$ cat config.mk
export PLATFORM = sky130hd
export DESIGN_NAME = url_field_splitter
export DESIGN_NICKNAME = d
export VERILOG_FILES = /design/src/hdl/ufs_pkg.sv /design/src/hdl/url_field_splitter.sv /design/src/hdl/ufs_parse.sv /design/src/hdl/ufs_out_stage.sv
export SDC_FILE = /design/constraint.sdc
export NUM_CORES = 1
export LEC_CHECK = 0
export ABC_AREA = 1
export ABC_CLOCK_PERIOD_IN_PS = 3400
export BUFFER_PORTS_ARGS = -buffer_cell sky130_fd_sc_hd__buf_2
export CAP_MARGIN = 0
export CORE_ASPECT_RATIO = 0.8
export CORE_MARGIN = 3
export CORE_UTILIZATION = 34
export DETAILED_ROUTE_END_ITERATION = 6
export PLACE_DENSITY = 0.59
export SYNTH_ARGS = -nofsm -noshare
export SYNTH_HDL_FRONTEND = slang
export SYNTH_SLANG_ARGS = --single-unit
$ cat constraint.sdc
create_clock -name clk -period 3.4 [get_ports clk]
set_input_delay 0.85 -clock clk [delete_from_list [all_inputs] [get_ports clk]]
set_output_delay 0.85 -clock clk [all_outputs]
set_load 0.05 [all_outputs]
$ cat src/hdl/ufs_pkg.sv
// Package for the URL field splitter: parse states, field tags, character
// constants and the result record passed between the parser and output stage.
// No dependencies.
package ufs_pkg;

	// Parse states of the URL automaton.
	typedef enum logic [2:0] {
		ST_LEAD   = 3'd0,
		ST_COLON1 = 3'd1,
		ST_SLASH1 = 3'd2,
		ST_SLASH2 = 3'd3,
		ST_HOST   = 3'd4,
		ST_HCOLON = 3'd5,
		ST_PORT   = 3'd6,
		ST_PATH   = 3'd7
	} parse_state_t;

	// Field tags attached to each character.
	typedef enum logic [2:0] {
		TAG_LEAD = 3'd0,
		TAG_HOST = 3'd1,
		TAG_PATH = 3'd2,
		TAG_DROP = 3'd3,
		TAG_PORT = 3'd4
	} field_tag_t;

	localparam int unsigned PORT_W = 16;
	localparam int unsigned PROD_W = PORT_W + 4;

	localparam logic [7:0] CH_COLON = 8'h3A;
	localparam logic [7:0] CH_DOT   = 8'h2E;
	localparam logic [7:0] CH_SLASH = 8'h2F;
	localparam logic [7:0] CH_ZERO  = 8'h30;
	localparam logic [7:0] CH_NINE  = 8'h39;

	localparam logic [PORT_W-1:0] PORT_MAX = {PORT_W{1'b1}};

	// One tagged character with the parse status after it.
	typedef struct packed {
		logic [7:0]        char_val;
		field_tag_t        tag;
		logic              lead_host;
		logic [PORT_W-1:0] port_val;
		logic              port_seen;
		logic              last;
	} result_t;

	// True for the bytes '0' to '9' only.
	function automatic logic is_dec_digit(input logic [7:0] c);
		is_dec_digit = (c >= CH_ZERO) && (c <= CH_NINE);
	endfunction

endpackage

$ cat src/hdl/url_field_splitter.sv
// URL field splitter top level: input register, parser and output register.
// Depends on ufs_pkg, ufs_parse and ufs_out_stage.
//
// Usage: a URL enters one byte per transaction on the input channel
// (in_valid, in_stall, char_in, end_of_text); end_of_text marks its last
// byte. Each byte gives exactly one result transaction on the output channel
// (out_valid, out_stall, char_out, field_tag, leading_is_host, port_value,
// port_present, end_out): the byte echoed, its field tag and the parse status
// after it.
// The byte is captured in the input register at its transaction and passes
// through the parser into the result register, which drives the output
// ports. Throughput is one byte per cycle while the receiver does not stall;
// the parser state is a single register loop, so consecutive bytes follow
// with no gap.
// When the receiver stalls, the result register holds its transaction and
// the input register still takes one more byte; in_stall rises only when
// both are full. After the byte marked end_of_text the parse state returns
// to reset, so the next byte starts a new URL.
// Reset clears both valid flags and the parse state; no transaction is
// pending after reset.
module url_field_splitter (
	input  logic        clk,
	input  logic        arst_n,
	input  logic        in_valid,
	output logic        in_stall,
	input  logic [7:0]  char_in,
	input  logic        end_of_text,
	output logic        out_valid,
	input  logic        out_stall,
	output logic [7:0]  char_out,
	output logic [2:0]  field_tag,
	output logic        leading_is_host,
	output logic [15:0] port_value,
	output logic        port_present,
	output logic        end_out
);
	import ufs_pkg::*;

	logic       valid_s1;
	logic [7:0] char_s1;
	logic       end_s1;
	logic       s2_ready;
	logic       fire;
	result_t    res;
	result_t    res_s2;

	// Input register is blocked only while full and unable to move on.
	assign in_stall = valid_s1 && !s2_ready;
	assign fire     = valid_s1 && s2_ready;

	// Input register valid flag.
	always_ff @(posedge clk or negedge arst_n) begin
		if (!arst_n) begin
			valid_s1 <= 1'b0;
		end else if (!in_stall) begin
			valid_s1 <= in_valid;
		end
	end

	// Input register payload.
	always_ff @(posedge clk) begin
		if (in_valid && !in_stall) begin
			char_s1 <= char_in;
			end_s1  <= end_of_text;
		end
	end

	ufs_parse u_parse (
		.clk     (clk),
		.arst_n  (arst_n),
		.fire    (fire),
		.char_s1 (char_s1),
		.end_s1  (end_s1),
		.res     (res)
	);

	ufs_out_stage u_out (
		.clk       (clk),
		.arst_n    (arst_n),
		.fire      (fire),
		.res       (res),
		.out_stall (out_stall),
		.ready     (s2_ready),
		.valid_s2  (out_valid),
		.res_s2    (res_s2)
	);

	// Result fields onto the output ports.
	assign char_out        = res_s2.char_val;
	assign field_tag       = res_s2.tag;
	assign leading_is_host = res_s2.lead_host;
	assign port_value      = res_s2.port_val;
	assign port_present    = res_s2.port_seen;
	assign end_out         = res_s2.last;

endmodule

$ cat src/hdl/ufs_parse.sv
// Parser stage of the URL field splitter: the automaton state registers and
// the combinational tagging and port accumulation logic. Depends on ufs_pkg.
module ufs_parse (
	input  logic            clk,
	input  logic            arst_n,
	input  logic            fire,
	input  logic [7:0]      char_s1,
	input  logic            end_s1,
	output ufs_pkg::result_t res
);
	import ufs_pkg::*;

	parse_state_t      state_q, state_d;
	logic [PORT_W-1:0] port_q, port_d;
	logic              seen_q, seen_d;
	logic              lead_host_q, lead_host_d;
	field_tag_t        tag;
	logic              digit;
	logic [7:0]        diff;
	logic [3:0]        digit_val;
	logic [PROD_W-1:0] prod;

	// Digit value and the decimal shift-add of the running port.
	assign digit     = is_dec_digit(char_s1);
	assign diff      = char_s1 - CH_ZERO;
	assign digit_val = diff[3:0];
	assign prod      = {1'b0, port_q, 3'b000} + {3'b000, port_q, 1'b0}
		+ {{(PROD_W-4){1'b0}}, digit_val};

	// Next state and tag for the current character.
	always_comb begin
		state_d     = state_q;
		port_d      = port_q;
		seen_d      = seen_q;
		lead_host_d = lead_host_q;
		tag         = TAG_DROP;
		unique case (state_q)
			ST_LEAD: begin
				if (char_s1 == CH_COLON) begin
					state_d = ST_COLON1;
					tag     = TAG_DROP;
				end else if (char_s1 == CH_DOT) begin
					lead_host_d = 1'b1;
					state_d     = ST_HOST;
					tag         = TAG_HOST;
				end else begin
					tag = TAG_LEAD;
				end
			end
			ST_COLON1: begin
				if (digit) begin
					lead_host_d = 1'b1;
					port_d      = {{(PORT_W-4){1'b0}}, digit_val};
					seen_d      = 1'b1;
					state_d     = ST_PORT;
					tag         = TAG_PORT;
				end else begin
					if (char_s1 == CH_SLASH) begin
						state_d = ST_SLASH1;
					end
					tag = TAG_DROP;
				end
			end
			ST_SLASH1: begin
				if (char_s1 == CH_SLASH) begin
					state_d = ST_SLASH2;
				end
				tag = TAG_DROP;
			end
			ST_SLASH2: begin
				state_d = ST_HOST;
				tag     = TAG_HOST;
			end
			ST_HOST: begin
				if (char_s1 == CH_COLON) begin
					state_d = ST_HCOLON;
					tag     = TAG_DROP;
				end else if (char_s1 == CH_SLASH) begin
					state_d = ST_PATH;
					tag     = TAG_PATH;
				end else begin
					tag = TAG_HOST;
				end
			end
			ST_HCOLON: begin
				if (digit) begin
					port_d  = {{(PORT_W-4){1'b0}}, digit_val};
					seen_d  = 1'b1;
					state_d = ST_PORT;
					tag     = TAG_PORT;
				end else begin
					tag = TAG_DROP;
				end
			end
			ST_PORT: begin
				if (digit) begin
					port_d = (prod > {{(PROD_W-PORT_W){1'b0}}, PORT_MAX})
						? PORT_MAX : prod[PORT_W-1:0];
					tag    = TAG_PORT;
				end else begin
					state_d = ST_PATH;
					tag     = TAG_PATH;
				end
			end
			ST_PATH: begin
				tag = TAG_PATH;
			end
		endcase
	end

	// Result fields show the status after this character.
	always_comb begin
		res.char_val  = char_s1;
		res.tag       = tag;
		res.lead_host = lead_host_d;
		res.port_val  = port_d;
		res.port_seen = seen_d;
		res.last      = end_s1;
	end

	// State registers; the final character of a URL returns them to reset.
	always_ff @(posedge clk or negedge arst_n) begin
		if (!arst_n) begin
			state_q     <= ST_LEAD;
			port_q      <= '0;
			seen_q      <= 1'b0;
			lead_host_q <= 1'b0;
		end else if (fire) begin
			if (end_s1) begin
				state_q     <= ST_LEAD;
				port_q      <= '0;
				seen_q      <= 1'b0;
				lead_host_q <= 1'b0;
			end else begin
				state_q     <= state_d;
				port_q      <= port_d;
				seen_q      <= seen_d;
				lead_host_q <= lead_host_d;
			end
		end
	end

endmodule

$ cat src/hdl/ufs_out_stage.sv
// Output register of the URL field splitter: holds one tagged result until the
// receiver takes it. Depends on ufs_pkg.
module ufs_out_stage (
	input  logic            clk,
	input  logic            arst_n,
	input  logic            fire,
	input  ufs_pkg::result_t res,
	input  logic            out_stall,
	output logic            ready,
	output logic            valid_s2,
	output ufs_pkg::result_t res_s2
);
	import ufs_pkg::*;

	// The register can load when empty or when its transaction leaves now.
	assign ready = !valid_s2 || !out_stall;

	// Valid flag of the result register.
	always_ff @(posedge clk or negedge arst_n) begin
		if (!arst_n) begin
			valid_s2 <= 1'b0;
		end else if (ready) begin
			valid_s2 <= fire;
		end
	end

	// Result payload, loaded only with a new transaction.
	always_ff @(posedge clk) begin
		if (fire) begin
			res_s2 <= res;
		end
	end

endmodule

==> results of run 1 <==
through the flow:
stage	std cells	setup slack (ns)	utilization (%)	cell area [µm²]
2_1_floorplan	479	0.561	-	4020
3_3_place_gp	667	0.375	39.5	4420
3_5_place_dp	667	0.280	39.5	4420
4_1_cts	683	0.254	42.4	4740
5_1_grt	686	0.0290	42.7	4770
6_report	686	0.272	42.7	4770
layer usage:
| layer | up-vias | track usage, % | wire [µm] |
|---|---|---|---|
| met4 | 0 | 4.29 | 112 |
| li1 | 1685 | - | - |
| met3 | 9 | 3.70 | 459 |
| met2 | 81 | 22.9 | 4010 |
| met5 | - | 0 | 0 |
| met1 | 1609 | 23.6 | 5330 |
logic make-up (layout without fill, tap and decap cells):
family	after synthesis	in the layout	synth area share (%)
xor+xnor	11	11	2.40
buf+inv	80	143	8.04
simple gates	225	225	25.1
compound gates	68	68	10.3
flops	62	62	43.5
fa+ha+maj	33	33	10.7
synthesized netlist by cell type, types with 2 or more instances:
library cell,count
sky130_fd_sc_hd__dfrtp_1,23
sky130_fd_sc_hd__nand2_1,144
sky130_fd_sc_hd__o21ai_2,6
sky130_fd_sc_hd__nor2_1,30
sky130_fd_sc_hd__o21ai_1,14
sky130_fd_sc_hd__or2_1,2
sky130_fd_sc_hd__a21oi_1,20
sky130_fd_sc_hd__nand3_2,6
sky130_fd_sc_hd__inv_1,67
sky130_fd_sc_hd__xnor2_1,6
sky130_fd_sc_hd__nand4_1,6
sky130_fd_sc_hd__ha_1,31
sky130_fd_sc_hd__fa_1,2
sky130_fd_sc_hd__a31oi_1,2
sky130_fd_sc_hd__o22ai_1,3
sky130_fd_sc_hd__nand3_1,10
sky130_fd_sc_hd__a221oi_1,2
sky130_fd_sc_hd__xor2_1,5
sky130_fd_sc_hd__nor2_2,3
sky130_fd_sc_hd__nor3_1,2
sky130_fd_sc_hd__nand2_2,12
sky130_fd_sc_hd__edfxtp_1,39
sky130_fd_sc_hd__o21ai_0,12
sky130_fd_sc_hd__buf_2,3
sky130_fd_sc_hd__inv_2,6
sky130_fd_sc_hd__nand3b_1,4
how the worst max path moves through the flow:
stage                     startpoint           endpoint
after floorplan           char_s1[3]    u_out.res_s2[4]
after global placement    char_s1[3]    u_out.res_s2[8]
after detailed placement  char_s1[3]    u_out.res_s2[4]
after CTS                 char_s1[3]    u_out.res_s2[4]
after global routing      char_s1[3]  u_parse.port_q[2]
final                     char_s1[3]   u_out.res_s2[16]
area by class of cell:
type	instances	area, µm²	area share, %
well taps	144	180	3.77
clock inverters	6	86.3	1.81
flip-flops and latches	62	1750	36.6
repair buffers	53	300	6.29
clock buffers	10	229	4.80
multi-input cells	337	1950	40.9
inverters	74	278	5.82
sequential cells by signal, summed over array words and instances (netlist names):
signal / flops
u_out.valid_s2: 1
u_parse.lead_host_q: 1
u_parse.port_q: 16
u_out.res_s2: 30
valid_s1: 1
end_s1: 1
u_parse.seen_q: 1
u_parse.state_q: 3
char_s1: 8
report_power, final:
part           internal, mW  switching (mW)
Sequential            0.890          0.0487
Combinational         0.139           0.406
Clock                 0.640           0.341
==> out/summary.txt, run 1 <==
=================================================================================
Run status ......................................................... finished, final reports clean
Number of DRC markers in iteration 0 ...............................          211
Unrepaired setup endpoints after global routing ....................           no
Hold path endpoint ................................................. u_out.res_s2[29]
Achievable clock frequency .........................................      320 MHz
Post-synth EDFFs ...................................................           39
Cell type contributing the most total cell area after synthesis .... sky130_fd_sc_hd__edfxtp_1
Setup skew after layout ............................................    0.0107 ns
Residual antenna-violating net count after detailed routing ........            0
Part of the Yosys area used for sequential elements ................        43.5%
Die H ..............................................................       103 µm
Hold Path Cell Cnt .................................................            0
Most frequent cells in the layout .................................. sky130_fd_sc_hd__nand2_1, sky130_fd_sc_hd__inv_1, sky130_fd_sc_hd__buf_2
Most common cell on crit path ...................................... sky130_fd_sc_hd__nand2_1
Via count ..........................................................         3384
Count of different cell masters after synthesis ....................           45
CTS buffer count ...................................................            9
Cell with the largest stage delay on the worst path ................ sky130_fd_sc_hd__fa_1
Initial antenna violation count ....................................            0
Share of layout cells above drive strength 1 .......................        19.6%
Final clock period utilization by the worst path ...................        92.0%
Final Setup Violations .............................................            0
Share of async-settable or async-resettable flops after synthesis ..        37.1%
Count of mapped cells out of synthesis .............................          479
Max Cap Violations .................................................            0
Most used flip-flop cell after synthesis ........................... sky130_fd_sc_hd__edfxtp_1
Largest cells by area after synthesis .............................. sky130_fd_sc_hd__edfxtp_1, sky130_fd_sc_hd__dfrtp_1, sky130_fd_sc_hd__nand2_1, sky130_fd_sc_hd__ha_1, sky130_fd_sc_hd__inv_1
Final Net Count ....................................................          583
Worst min-delay path class .........................................   reg -> reg
Summed negative setup slack over all endpoints .....................         0 ns
Fill cells .........................................................         1111
Number of post-CTS setup repair buffers ............................            0
Warnings, synthesis ................................................            0
Static Leakage .....................................................      2.44 nW
Critical path buffers and inverters ................................            3
Resize count post-CTS ..............................................            0
Total wire length after detailed routing ...........................      9910 µm
Maximum fanout encountered on the critical timing path .............            9
Estimated wirelength of the detail-placed design ...................      7330 µm
Hold_sp ............................................................   char_s1[7]
Post-synthesis area per instance ...................................     8.38 µm²
Crit. path cell count ..............................................           17
Routed len/inst ....................................................      14.5 µm
Total clock sinks ..................................................           62
Vias in the first global route .....................................         3257
Worst-path cell chain .............................................. inv_1 -> fa_1 -> inv_1 -> fa_1 -> nand2_1 -> nand2_1 -> nand3b_1 -> nand2_1 -> nand2_1 -> nand3b_1 -> nand2_2 -> nand2_4 -> nor2_8 -> buf_12 -> nand3_2 -> nand2_2 -> o21ai_2
Vias per Instance ..................................................         4.93
Synth Net Count ....................................................          525
Worst Max-Slew Pin Slew ............................................     0.647 ns
Areal power density over the cells .................................   516 mW/mm²
Antenna Diode Count ................................................            0
Worst setup path class .............................................   reg -> reg
Starting Density ...................................................        35.9%
Crit-path max cell delay ...........................................      0.55 ns
Num rows ...........................................................           34
Final min period ...................................................      3.13 ns
Residual DRC count .................................................            0
Core ar. ...........................................................   0.0112 mm²
Number of levels in the clock H-tree ...............................            3
End of the worst register-to-register path ......................... u_out.res_s2[16]
Total die area .....................................................   0.0132 mm²
Most common library cell in the layout ignoring fill and taps ...... sky130_fd_sc_hd__nand2_1
Worst reg2reg startpoint ...........................................   char_s1[3]
Register clock-pin slew on the reported worst setup and hold paths .      0.06 ns
Hold buffer count at CTS ...........................................            0
Synth top area share ...............................................        29.2%
Global route total overflow ........................................            0
Worst supply voltage drop on vdd ...................................     0.234 mV
Maximum number of pins on one net before global-route repair .......           24
Global router's overall resource usage .............................        15.8%
FF-to-FF setup slack ...............................................      0.27 ns
Count of endpoints failing hold in the final timing report .........            0
Endpoint required time on the critical path ........................      3.47 ns
CTS tree ...........................................................         done
Flop and latch count out of synthesis ..............................           62
Detailed-router iteration count before antenna repair ..............            5
Port Buffers .......................................................           44
Routability congestion estimate ....................................        0.906
Skew-Pair Late Insertion Delay .....................................      0.33 ns
Nature of the critical path startpoint .............................         flop
Syn-to-layout area delta ...........................................        18.9%
Worst Reg2Reg Path Length in Cells .................................           17
Clk root buf ....................................................... sky130_fd_sc_hd__clkbuf_16
Deepest clock path buffer count ....................................            2
First-pass GRT wire length .........................................     16200 µm
Relative slew margins ..............................................        56.9%
Synth Cell Area ....................................................  0.00402 mm²
Max-slew violation count ...........................................            0
Critical path capture point type ...................................         flop
I/O Pins ...........................................................           45
Arr. time, crit path ...............................................      3.20 ns
Die outline width ..................................................       128 µm
Final Hold Slack ...................................................     0.469 ns
Cell family with the largest share of critical-path delay .......... simple AND/OR/NAND/NOR gates
Total power after layout ...........................................      2.46 mW
=================================================================================
Note: power is estimated with default switching activity, not from simulation.
==> inputs of run 2 (changes only) <==
--- a/config.mk
+++ b/config.mk
@@ -7,13 +7,13 @@
 export LEC_CHECK = 0
 export ABC_AREA = 1
 export ABC_CLOCK_PERIOD_IN_PS = 3400
-export BUFFER_PORTS_ARGS = -buffer_cell sky130_fd_sc_hd__buf_2
 export CAP_MARGIN = 0
 export CORE_ASPECT_RATIO = 0.8
 export CORE_MARGIN = 3
 export CORE_UTILIZATION = 34
 export DETAILED_ROUTE_END_ITERATION = 6
-export PLACE_DENSITY = 0.59
+export DONT_BUFFER_PORTS = 1
+export PLACE_DENSITY = 0.56
 export SYNTH_ARGS = -nofsm -noshare
 export SYNTH_HDL_FRONTEND = slang
 export SYNTH_SLANG_ARGS = --single-unit
==> run 2 against run 1 <==
Compared with the run above: critical path depth shrank 1; utilization down 2.6 points; count of clock-buffer cells in the layout is 1 lower; combinational power fell by 38%; sequential share of layout area up 2.3 points; cell area shrank 6.0%; sequential power rose by 17%; routed wire length down 4.4%; global-route usage fell by 0.46 points; setup slack worse by 0.0069 ns; hold slack worse by 0.27 ns.
==> out/summary.txt, run 2 (synthesis results as in run 1) <==
=================================================================================
Post-Route M1 WL ...................................................      4960 µm   was 5330 µm
Antenna Diode Count ................................................            0   unchanged
Number of DRC markers in iteration 0 ...............................          224   was 211
I/O Pins ...........................................................           45   unchanged
Routability congestion estimate ....................................        0.880   was 0.906
Hold buffer count at CTS ...........................................            0   unchanged
CTS tree ...........................................................         done   unchanged
Post-place setup slack .............................................     0.299 ns   was 0.280 ns
Met3 WL post-DR ....................................................       595 µm   was 459 µm
Global router's overall resource usage .............................        15.3%   was 15.8%
Most common library cell in the layout ignoring fill and taps ...... sky130_fd_sc_hd__nand2_1   unchanged
First-pass GRT wire length .........................................     15500 µm   was 16200 µm
Arr. time, crit path ...............................................      3.20 ns   about the same
Die H ..............................................................       103 µm   unchanged
Critical path capture point type ...................................         flop   unchanged
Residual DRC count .................................................            0   unchanged
Deepest clock path buffer count ....................................            2   unchanged
Setup skew after layout ............................................   0.00646 ns   was 0.0107 ns
Vias in the first global route .....................................         2957   was 3257
Residual antenna-violating net count after detailed routing ........            0   unchanged
Register clock-pin slew on the reported worst setup and hold paths .      0.06 ns   about the same
Relative slew margins ..............................................        62.4%   was 56.9%
Static Leakage .....................................................      2.22 nW   was 2.44 nW
Largest registers ranked by flip-flop count ........................ u_out.res_s2 (30), u_parse.port_q (16), char_s1 (8)   unchanged
Max Cap Violations .................................................            0   unchanged
Final Hold Slack ...................................................     0.202 ns   was 0.469 ns
Worst min-delay path class .........................................  in -> async   was reg -> reg
Top metal layer carrying routed signals ............................         met4   unchanged
Areal power density over the cells .................................   525 mW/mm²   was 516 mW/mm²
Maximum number of pins on one net before global-route repair .......           46   was 24
Resize count post-CTS ..............................................            0   unchanged
Achievable clock frequency .........................................      319 MHz   was 320 MHz
Instance area after placement ......................................  0.00419 mm²   was 0.00442 mm²
Nature of the critical path startpoint .............................         flop   unchanged
Estimated wirelength of the detail-placed design ...................      6860 µm   was 7330 µm
Worst supply voltage drop on vdd ...................................     0.231 mV   was 0.234 mV
Final Setup Violations .............................................            0   unchanged
Worst setup path class .............................................   reg -> reg   unchanged
Global route total overflow ........................................            0   unchanged
Routed len/inst ....................................................      14.9 µm   was 14.5 µm
Most frequent cells in the layout .................................. sky130_fd_sc_hd__nand2_1, sky130_fd_sc_hd__inv_1, sky130_fd_sc_hd__edfxtp_1   was sky130_fd_sc_hd__nand2_1, sky130_fd_sc_hd__inv_1, sky130_fd_sc_hd__buf_2
Max FFs per register ...............................................           30   unchanged
Number of post-CTS setup repair buffers ............................            0   unchanged
Routed wl met2 .....................................................      3760 µm   was 4010 µm
Total wire length after detailed routing ...........................      9480 µm   was 9910 µm
Maximum fanout encountered on the critical timing path .............           15   was 9
Total clock sinks ..................................................           62   unchanged
Endpoint required time on the critical path ........................      3.46 ns   was 3.47 ns
Num rows ...........................................................           34   unchanged
Initial antenna violation count ....................................            0   unchanged
Share of layout cells above drive strength 1 .......................        11.8%   was 19.6%
Post-Layout Inst Area ..............................................  0.00449 mm²   was 0.00477 mm²
Syn-to-layout area delta ...........................................        11.7%   was 18.9%
Final clock period utilization by the worst path ...................        92.2%   was 92.0%
Total die area .....................................................   0.0132 mm²   unchanged
Run status ......................................................... finished, final reports clean   unchanged
Worst Max-Slew Pin Slew ............................................     0.565 ns   was 0.647 ns
Register name with the most flops .................................. u_out.res_s2   unchanged
Detailed-router iteration count before antenna repair ..............            5   unchanged
CTS buffer count ...................................................            9   unchanged
Via count ..........................................................         3123   was 3384
Core ar. ...........................................................   0.0112 mm²   unchanged
Final Net Count ....................................................          534   was 583
Clk root buf ....................................................... sky130_fd_sc_hd__clkbuf_16   unchanged
Starting Density ...................................................        35.9%   unchanged
Final critical-path setup slack ....................................     0.266 ns   was 0.272 ns
Summed negative setup slack over all endpoints .....................         0 ns   unchanged
Final min period ...................................................      3.13 ns   about the same
Skew-Pair Late Insertion Delay .....................................      0.34 ns   was 0.33 ns
Unrepaired setup endpoints after global routing ....................           no   unchanged
Count of endpoints failing hold in the final timing report .........            0   unchanged
Port Buffers .......................................................            0   was 44
Fill cells .........................................................         1111   unchanged
Die outline width ..................................................       128 µm   unchanged
Vias per Instance ..................................................         4.90   was 4.93
Max-slew violation count ...........................................            0   unchanged
Number of levels in the clock H-tree ...............................            3   unchanged
=================================================================================
[run 2: cell count changes in the layout (fill, tap and decap cells not counted), sizes merged]
cell,change
bufinv,-1
inv,+1
clkbuf,-1
clkinv,+1
buf,-49
[run 2: final timing paths]
| path | startpoint | cells after the start | to | slack (ns) |
|---|---|---|---|---|
| min in group clk | char_s1[6] | 0 | u_out.res_s2[28] | 0.48 |
| setup / recovery | char_s1[3] | 16 | u_out.res_s2[7] | 0.27 |
| hold / removal | arst_n | 0 | valid_s1 | 0.20 |
| setup reg to reg | char_s1[3] | 16 | u_out.res_s2[7] | 0.27 |
| max in group asynchronous | arst_n | 0 | u_parse.port_q[4] | 3.12 |
| hold reg to reg | char_s1[6] | 0 | u_out.res_s2[28] | 0.48 |
[run 2: area by class of cell]
class | instances | area (µm²) | area share [%]
well taps | 144 | 180 | 4.01
multi-input cells | 337 | 1950 | 43.5
repair buffers | 4 | 30.0 | 0.669
clock inverters | 7 | 73.8 | 1.64
clock buffers | 9 | 225 | 5.02
flip-flops and latches | 62 | 1750 | 38.9
inverters | 74 | 278 | 6.19
[run 2: metrics by stage]
stage / instances / util (%) / total power [mW]
floorplan: 479 / - / 1.35
global placement: 621 / 37.4 / 1.44
detailed placement: 621 / 37.4 / 1.44
CTS: 637 / 40.1 / 2.38
global route: 637 / 40.1 / 2.47
finish: 637 / 40.1 / 2.36
[run 2: worst max-delay path: stages (launching register included)]
cell                       delay, ns
sky130_fd_sc_hd__edfxtp_1       0.43
sky130_fd_sc_hd__inv_1          0.12
sky130_fd_sc_hd__fa_1           0.54
sky130_fd_sc_hd__inv_1          0.07
sky130_fd_sc_hd__fa_1           0.43
sky130_fd_sc_hd__nand2_1        0.10
sky130_fd_sc_hd__nand2_1        0.08
sky130_fd_sc_hd__nand3b_1       0.09
sky130_fd_sc_hd__nand2_1        0.10
sky130_fd_sc_hd__nand2_1        0.10
sky130_fd_sc_hd__nand3b_1       0.09
sky130_fd_sc_hd__nand2_2        0.10
sky130_fd_sc_hd__nand2_4        0.07
sky130_fd_sc_hd__nor2_8         0.26
sky130_fd_sc_hd__nand2_1        0.09
sky130_fd_sc_hd__nand2_1        0.07
sky130_fd_sc_hd__o21ai_1        0.10
[run 2: metal layers]
metal  vias up  track usage, %
met5         -               0
met4         0            5.94
met3        13            3.90
met1      1424            23.2
li1       1590               -
met2        96            20.8
[run 2: power by group]
group / internal, mW / switching [mW] / total (mW)
clock network: 0.569 / 0.350 / 0.918
registers: 0.895 / 0.205 / 1.10
logic: 0.0999 / 0.237 / 0.337
total: 1.56 / 0.792 / 2.36
